===== config.mk =====
export PLATFORM = sky130hd
export DESIGN_NAME = fp32_adder_core
export DESIGN_NICKNAME = d
export VERILOG_FILES = /design/src/design/fpa_pkg.sv /design/src/design/fpa_norm.sv /design/src/design/fp32_adder_core.sv
export SDC_FILE = /design/constraint.sdc
export NUM_CORES = 1
export LEC_CHECK = 0
export ABC_AREA = 1
export BUFFER_PORTS_ARGS = -buffer_cell sky130_fd_sc_hd__buf_2
export CORE_UTILIZATION = 45
export CTS_CLUSTER_DIAMETER = 80
export CTS_CLUSTER_SIZE = 12
export DETAILED_ROUTE_END_ITERATION = 10
export SLEW_MARGIN = 20
export SYNTH_ARGS = -nofsm -noshare
export SYNTH_HDL_FRONTEND = slang
export SYNTH_SLANG_ARGS = --single-unit

===== constraint.sdc =====
create_clock -name clock -period 7.9 [get_ports clock]
set_input_delay 1.185 -clock clock [delete_from_list [all_inputs] [get_ports clock]]
set_output_delay 1.185 -clock clock [all_outputs]
set_load 0.05 [all_outputs]

===== src/design/fpa_pkg.sv =====
// shared constants and stage structs for the fp32 adder pipeline
`default_nettype none
package fpa_pkg;

   localparam int unsigned WORD_WIDTH = 32;
   localparam int unsigned SUM_WIDTH  = 27;   // signed sum range, |sum| < 2^26
   localparam int unsigned MAG_WIDTH  = 26;
   localparam int unsigned EXP_WIDTH  = 9;

   localparam logic [7:0]  EXP_ALL1   = 8'hFF;
   localparam logic [25:0] OVF_LIMIT  = 26'h2000000;
   localparam logic [25:0] NORM_LIMIT = 26'h1000000;

   // stage 1 -> stage 2: aligned operands
   typedef struct packed {
      logic                  special;
      logic [31:0]           special_word;
      logic signed [26:0]    big_sig;
      logic signed [26:0]    small_sig;
      logic [7:0]            exp_res;
   } align_type;

   // stage 2 -> stage 3: signed sum split into sign and magnitude
   typedef struct packed {
      logic                  special;
      logic [31:0]           special_word;
      logic                  sign;
      logic [25:0]           mag;
      logic [8:0]            exp_res;
   } sum_type;

   // leading zero count over bits 24:0 of the 26-bit input, returns position distance to bit 24
   function automatic logic [4:0] lead_zero24(input logic [25:0] v);
      logic [4:0] n;
      n = 5'd24;
      for (int i = 0; i <= 24; i++) begin
         if (v[i]) n = 5'(24 - i);
      end
      return n;
   endfunction

endpackage
`default_nettype wire


===== src/design/fpa_norm.sv =====
// normalize, round and pack stage logic (combinational)
`default_nettype none
module fpa_norm (
   input  wire fpa_pkg::sum_type s,
   output logic [31:0]           word
);
   logic [25:0] mag1, mag2, mag3;
   logic [8:0]  e1, e2, e3;
   logic [4:0]  lz;
   logic [8:0]  sh;
   logic [31:0] res;

   always_comb begin
      // overflow by one bit
      mag1 = s.mag;
      e1   = s.exp_res;
      if (s.mag >= fpa_pkg::OVF_LIMIT) begin
         mag1 = s.mag >> 1;
         e1   = s.exp_res + 9'd1;
      end
      // shift up until normal or exponent reaches zero
      lz = fpa_pkg::lead_zero24(mag1);
      sh = 9'd0;
      if (mag1 >= fpa_pkg::NORM_LIMIT) begin
         mag2 = mag1;
         e2   = e1;
      end else if (mag1 == 26'd0) begin
         // exact zero sum drains the exponent to zero
         mag2 = mag1;
         e2   = 9'd0;
      end else if ({4'd0, lz} < e1) begin
         mag2 = mag1 << lz;
         e2   = e1 - {4'd0, lz};
      end else begin
         sh   = (e1 == 9'd0) ? 9'd0 : e1 - 9'd1;
         mag2 = mag1 << sh[4:0];
         e2   = 9'd0;
      end
      // round half up on the guard bit
      mag3 = (mag2 + {25'd0, mag2[0]}) >> 1;
      e3   = e2;
      if (mag3 >= fpa_pkg::NORM_LIMIT) begin
         if (e2 != 9'd0) mag3 = mag3 >> 1;
         e3 = e2 + 9'd1;
      end
      res = {s.sign, 31'd0};
      if (e3 >= 9'd255) begin
         res = res + 32'h7F800000;
      end else if (e3 != 9'd0) begin
         res = res + {1'b0, e3[7:0], 23'd0} + {6'd0, mag3} - 32'h00800000;
      end else begin
         res = res + {6'd0, mag3};
      end
      word = s.special ? s.special_word : res;
   end
endmodule
`default_nettype wire


===== src/design/fp32_adder_core.sv =====
// top level of the three-stage fp32 adder pipeline
// fp32_adder_core: adds two binary32 words with half-up guard rounding.
// request channel req_valid/req_ready carries req_a_word and req_b_word,
// response channel rsp_valid/rsp_ready carries rsp_sum_word.
// three register stages: align, add, normalize/round/pack. an accepted
// request passes through the align and add registers into the output
// register, which drives rsp_valid; one request per cycle is taken while
// the output is drained. the pipeline stalls as a whole when
// the last stage holds a response that rsp_ready does not take, except
// that empty stages still fill (bubbles collapse). reset clears all valid
// bits; payload registers are not reset. a NaN operand passes through,
// infinity plus finite returns the infinity, opposite infinities return
// the second word plus one. the normalize stage is set by a 25-bit
// leading zero count and shifter ahead of the output register.
`default_nettype none
module fp32_adder_core (
   input  wire         clock,
   input  wire         reset,
   input  wire         req_valid,
   output logic        req_ready,
   input  wire  [31:0] req_a_word,
   input  wire  [31:0] req_b_word,
   output logic        rsp_valid,
   input  wire         rsp_ready,
   output logic [31:0] rsp_sum_word
);
   logic v1_ff, v2_ff, v3_ff;
   logic en1, en2, en3;
   fpa_pkg::align_type a1_in, a1_ff;
   fpa_pkg::sum_type   s2_in, s2_ff;
   logic [31:0]        w3_in, w3_ff;

   // stall control
   assign en3 = !v3_ff || rsp_ready;
   assign en2 = !v2_ff || en3;
   assign en1 = !v1_ff || en2;
   assign req_ready = en1;

   // stage 1: unpack, specials, align
   logic [7:0] ea, eb, eam, ebm, d;
   logic signed [26:0] ma, mb, big, sml;
   logic na, nb;
   always_comb begin
      ea = req_a_word[30:23];
      eb = req_b_word[30:23];
      ma = 27'({1'b0, ea != 8'd0, req_a_word[22:0], 1'b0});
      mb = 27'({1'b0, eb != 8'd0, req_b_word[22:0], 1'b0});
      if (req_a_word[31]) ma = -ma;
      if (req_b_word[31]) mb = -mb;
      eam = (ea == 8'd0) ? 8'd1 : ea;
      ebm = (eb == 8'd0) ? 8'd1 : eb;
      if (eam > ebm) begin
         big = ma; sml = mb; d = eam - ebm; a1_in.exp_res = eam;
      end else begin
         big = mb; sml = ma; d = ebm - eam; a1_in.exp_res = ebm;
      end
      a1_in.big_sig   = big;
      a1_in.small_sig = (d >= 8'd32) ? 27'sd0 : (sml >>> d[4:0]);
      na = (ea == fpa_pkg::EXP_ALL1);
      nb = (eb == fpa_pkg::EXP_ALL1);
      a1_in.special = na || nb;
      if (na && req_a_word[22:0] != 23'd0)      a1_in.special_word = req_a_word;
      else if (nb && req_b_word[22:0] != 23'd0) a1_in.special_word = req_b_word;
      else if (!na)                             a1_in.special_word = req_b_word;
      else if (!nb)                             a1_in.special_word = req_a_word;
      else if (req_a_word == req_b_word)        a1_in.special_word = req_a_word;
      else                                      a1_in.special_word = req_b_word + 32'd1;
   end

   // stage 2: add and take magnitude
   logic signed [26:0] sum;
   always_comb begin
      sum = a1_ff.big_sig + a1_ff.small_sig;
      s2_in.special      = a1_ff.special;
      s2_in.special_word = a1_ff.special_word;
      s2_in.sign         = sum[26];
      s2_in.mag          = sum[26] ? 26'(-sum) : sum[25:0];
      s2_in.exp_res      = {1'b0, a1_ff.exp_res};
   end

   // stage 3: normalize, round, pack
   fpa_norm u_norm (.s(s2_ff), .word(w3_in));

   // pipeline registers
   always_ff @(posedge clock) begin
      if (reset) begin
         v1_ff <= 1'b0; v2_ff <= 1'b0; v3_ff <= 1'b0;
      end else begin
         if (en1) v1_ff <= req_valid;
         if (en2) v2_ff <= v1_ff;
         if (en3) v3_ff <= v2_ff;
      end
      if (en1) a1_ff <= a1_in;
      if (en2) s2_ff <= s2_in;
      if (en3) w3_ff <= w3_in;
   end

   assign rsp_valid    = v3_ff;
   assign rsp_sum_word = w3_ff;
endmodule
`default_nettype wire


==> metrics.yaml <==
status: "complete, no violations"
cts_tree: "yes"
totalWireLength_um: 58400
drv_slew: 0
syn_avg_cell_area_um2: 7.34
min-delay-start: "a1_ff[1]"
postRouteAntennaNets: 0
cts_buffers: 17
overflow: 0
gp_congestion: 0.960
finalClockSkew_ns: 0.0176
drive_above_1_share_pct: 19.3
fmax_ghz: 0.134
synth-compound-area-share_pct: 14.1
end_kind: "flop"
htreeDepth: 4
grt_max_degree: 70
yosysSeqAreaShare_pct: 33.2
holdPathStages: 0
synth_nets: 2557
place_inst: 3004
yosys.area.top_type: "edfxtp_1"
synth_area_leaders: "edfxtp_1 33%, nand2_1 13%, xor2_1 6.2%"
timing.rr.start: "s2_ff[34]"
hold_violations: 0
ys_ff_latch: 197
post-dp-hpwl_um: 46000
cts.path.max_buffers: 2
peakVddDrop_mv: 0.184
cp_common_cell: "nand2_2"
crit_required_ns: 8.13
first_global_vias: 16000
num_vias: 16800
yosys.area_share.simple_pct: 28.7
netlist_instances: 2413
tightest_slew_ns: 0.955
io-pin-count: 102
coreArea_um2: 38700
holdCritPathClass: "reg -> reg"
finalNetCount: 2694
root_buffer: "clkbuf_16"
finalCritPeriodShare_pct: 94.1
whs_ns: 0.420
crit_family: "simple AND/OR/NAND/NOR gates"
synthMuxAreaShare_pct: 1.19
setup_viol: 0
synth_top_area_share_pct: 32.9
fin_setup_tns_ns: 0
clock_latency_ns: 0.46
holdPathEnd: "s2_ff[1]"
crit_buf_inv: 10
regToRegSetupSlack_ns: 0.46
slew-limit-headroom_pct: 35.5
die_w_um: 200
synth-edff-count: 194
antenna_cells: 0
cts.sinks: 197
fp.dieArea_um2: 40200
post-route-drc-count: 0
powerDensity_nw_per_um2: 429
final_util_pct: 53.4
grtUsageTotal_pct: 28.5
path_clk_slew_ns: 0.09
async_reset_ff_share_pct: 0
die_h_um: 200
viasPerCell: 5.44
crit_path_start: "s2_ff[34]"
num_rows: 72
p_leak_uw: 0.00965
yosys_warnings: 0
cp.arrival_ns: 7.67
fin_cells: 3081
drt_iter0_markers: 1351
drt-pass1-iter-count: 6
critPathLaunchType: "flop"
antenna_found_initial: 3
maxCapViolCount: 0
cp_slowest_stage_delay_ns: 0.49
synth_top_family_by_area: "simple AND/OR/NAND/NOR gates"
r2r-end: "rsp_sum_word[31]"
worst_r2r_path_depth: 58
avgRoutedWirePerCell_um: 19.0
synth_ff_type: "edfxtp_1"
critPathKind: "reg -> reg"
synthXorXnorAreaFrac_pct: 8.00
slowest_stage: "edfxtp_1"
initial_core_util_pct: 45.7
synth_cell_types: 76
syn_area_um2: 17700
io_buffer_count: 101
layout_min_cycle_time_ns: 7.44
syn_to_final_growth_pct: 16.9
cp_max_fo: 12
grt_pass1_wl_um: 88900
synth-adder-area-share_pct: 5.58
layout by cell type (no fill, tap or decap), types with 5 or more instances in the layout:
master	n
o31ai_1	8
clkinv_8	6
o21a_1	6
nand3_2	31
nor2_2	9
o21ai_0	182
nand2_1	564
o21ai_2	35
inv_12	6
nand2_2	43
clkbuf_16	22
o21ai_4	5
a21oi_1	117
buf_2	101
inv_1	247
nor2_1	142
nand2_4	13
nor3_1	32
or2_2	14
ha_1	67
inv_2	19
xnor2_1	35
mux2i_1	20
buf_6	6
nor4_1	23
xor2_1	122
nand4_1	41
buf_12	5
a31oi_1	9
nor2_4	11
edfxtp_1	194
o21ai_1	14
o211ai_1	19
buf_4	114
nand3_1	176
worst max path at each step:
stage | endpoint | slack, ns | cells past startpoint
after floorplan | rsp_sum_word[31] | 0.77 | 55
after global placement | rsp_sum_word[31] | 0.24 | 61
after detailed placement | rsp_sum_word[31] | 0.06 | 56
after CTS | rsp_sum_word[31] | 0.04 | 56
after global routing | rsp_sum_word[31] | -0.13 | 63
final | rsp_sum_word[31] | 0.46 | 58
per-layer routing:
metal  global-route usage (%)  vias up  part of all wire [%]  wire length, um
met4                     8.21        6                   2.9             1690
li1                         -     8357                     -                -
met5                        0        -                 0.050               29
met3                     3.11      102                   4.2             2480
met2                     50.2      439                    49            28900
met1                     36.7     7871                    43            25300
cells in the mapped netlist, types with 6 or more instances:
library cell and n:
a21oi_1 122, o21ai_1 19, o31ai_1 8, a31oi_1 10, nand2_4 12, xor2_1 125
clkbuf_1 79, nor3_1 34, nand3_2 6, mux2i_1 20, buf_2 12, edfxtp_1 194
or2_2 14, buf_4 10, buf_6 8, nand3_1 204, nor2_1 152, ha_1 71
o21a_1 7, nand4_1 41, o211ai_1 19, nand2_2 13, inv_1 259, nor4_1 23
nand2_1 597, o21ai_0 189, xnor2_1 35, o21ai_2 26, inv_2 10
where the power goes:
part | switching (uW) | total, uW | internal (uW)
registers | 115 | 1650 | 1540
clock network | 477 | 923 | 446
logic | 4030 | 6310 | 2280
cells by family after synthesis:
group / count (synthesis)
AOI/OAI and AO/OA: 434
xor gates and xnor gates: 161
adders and majority gates: 76
buffers and inverters: 394
DFF: 197
muxes: 21
and+or+nand+nor: 1130
sequential cells by signal, indices dropped and copies added, names as in the netlist:
| signal | cells |
|---|---|
| v1_ff | 1 |
| s2_ff | 68 |
| v2_ff | 1 |
| a1_ff | 94 |
| rsp_sum_word | 32 |
| rsp_valid | 1 |
area by class of cell:
type                            instances  area, um^2
Sequential cell                       197        5890
Fill cell                            3841       18000
Multi-Input combinational cell       1824       10800
Tap cell                              518         648
Timing Repair Buffer                  232        1670
Clock buffer                           17         425
Inverter                              278        1090
Clock inverter                         15         214
through the flow:
stage | worst slack [ns] | total power (uW) | cell area [um^2]
after floorplan | 0.765 | 5440 | 17700
after global placement | 0.243 | 7160 | 19000
after detailed placement | 0.0573 | 7170 | 19000
after CTS | 0.0398 | 8110 | 19700
after global routing | -0.128 | 9540 | 20700
final | 0.463 | 8890 | 20700
timing repair:
item	4_1_cts	5_1_grt
hold buffers	0	0
setup buffers	0	38
setup endpoints to repair	0	32
resized for setup	0	158
Power figures use the tool's default switching activity.
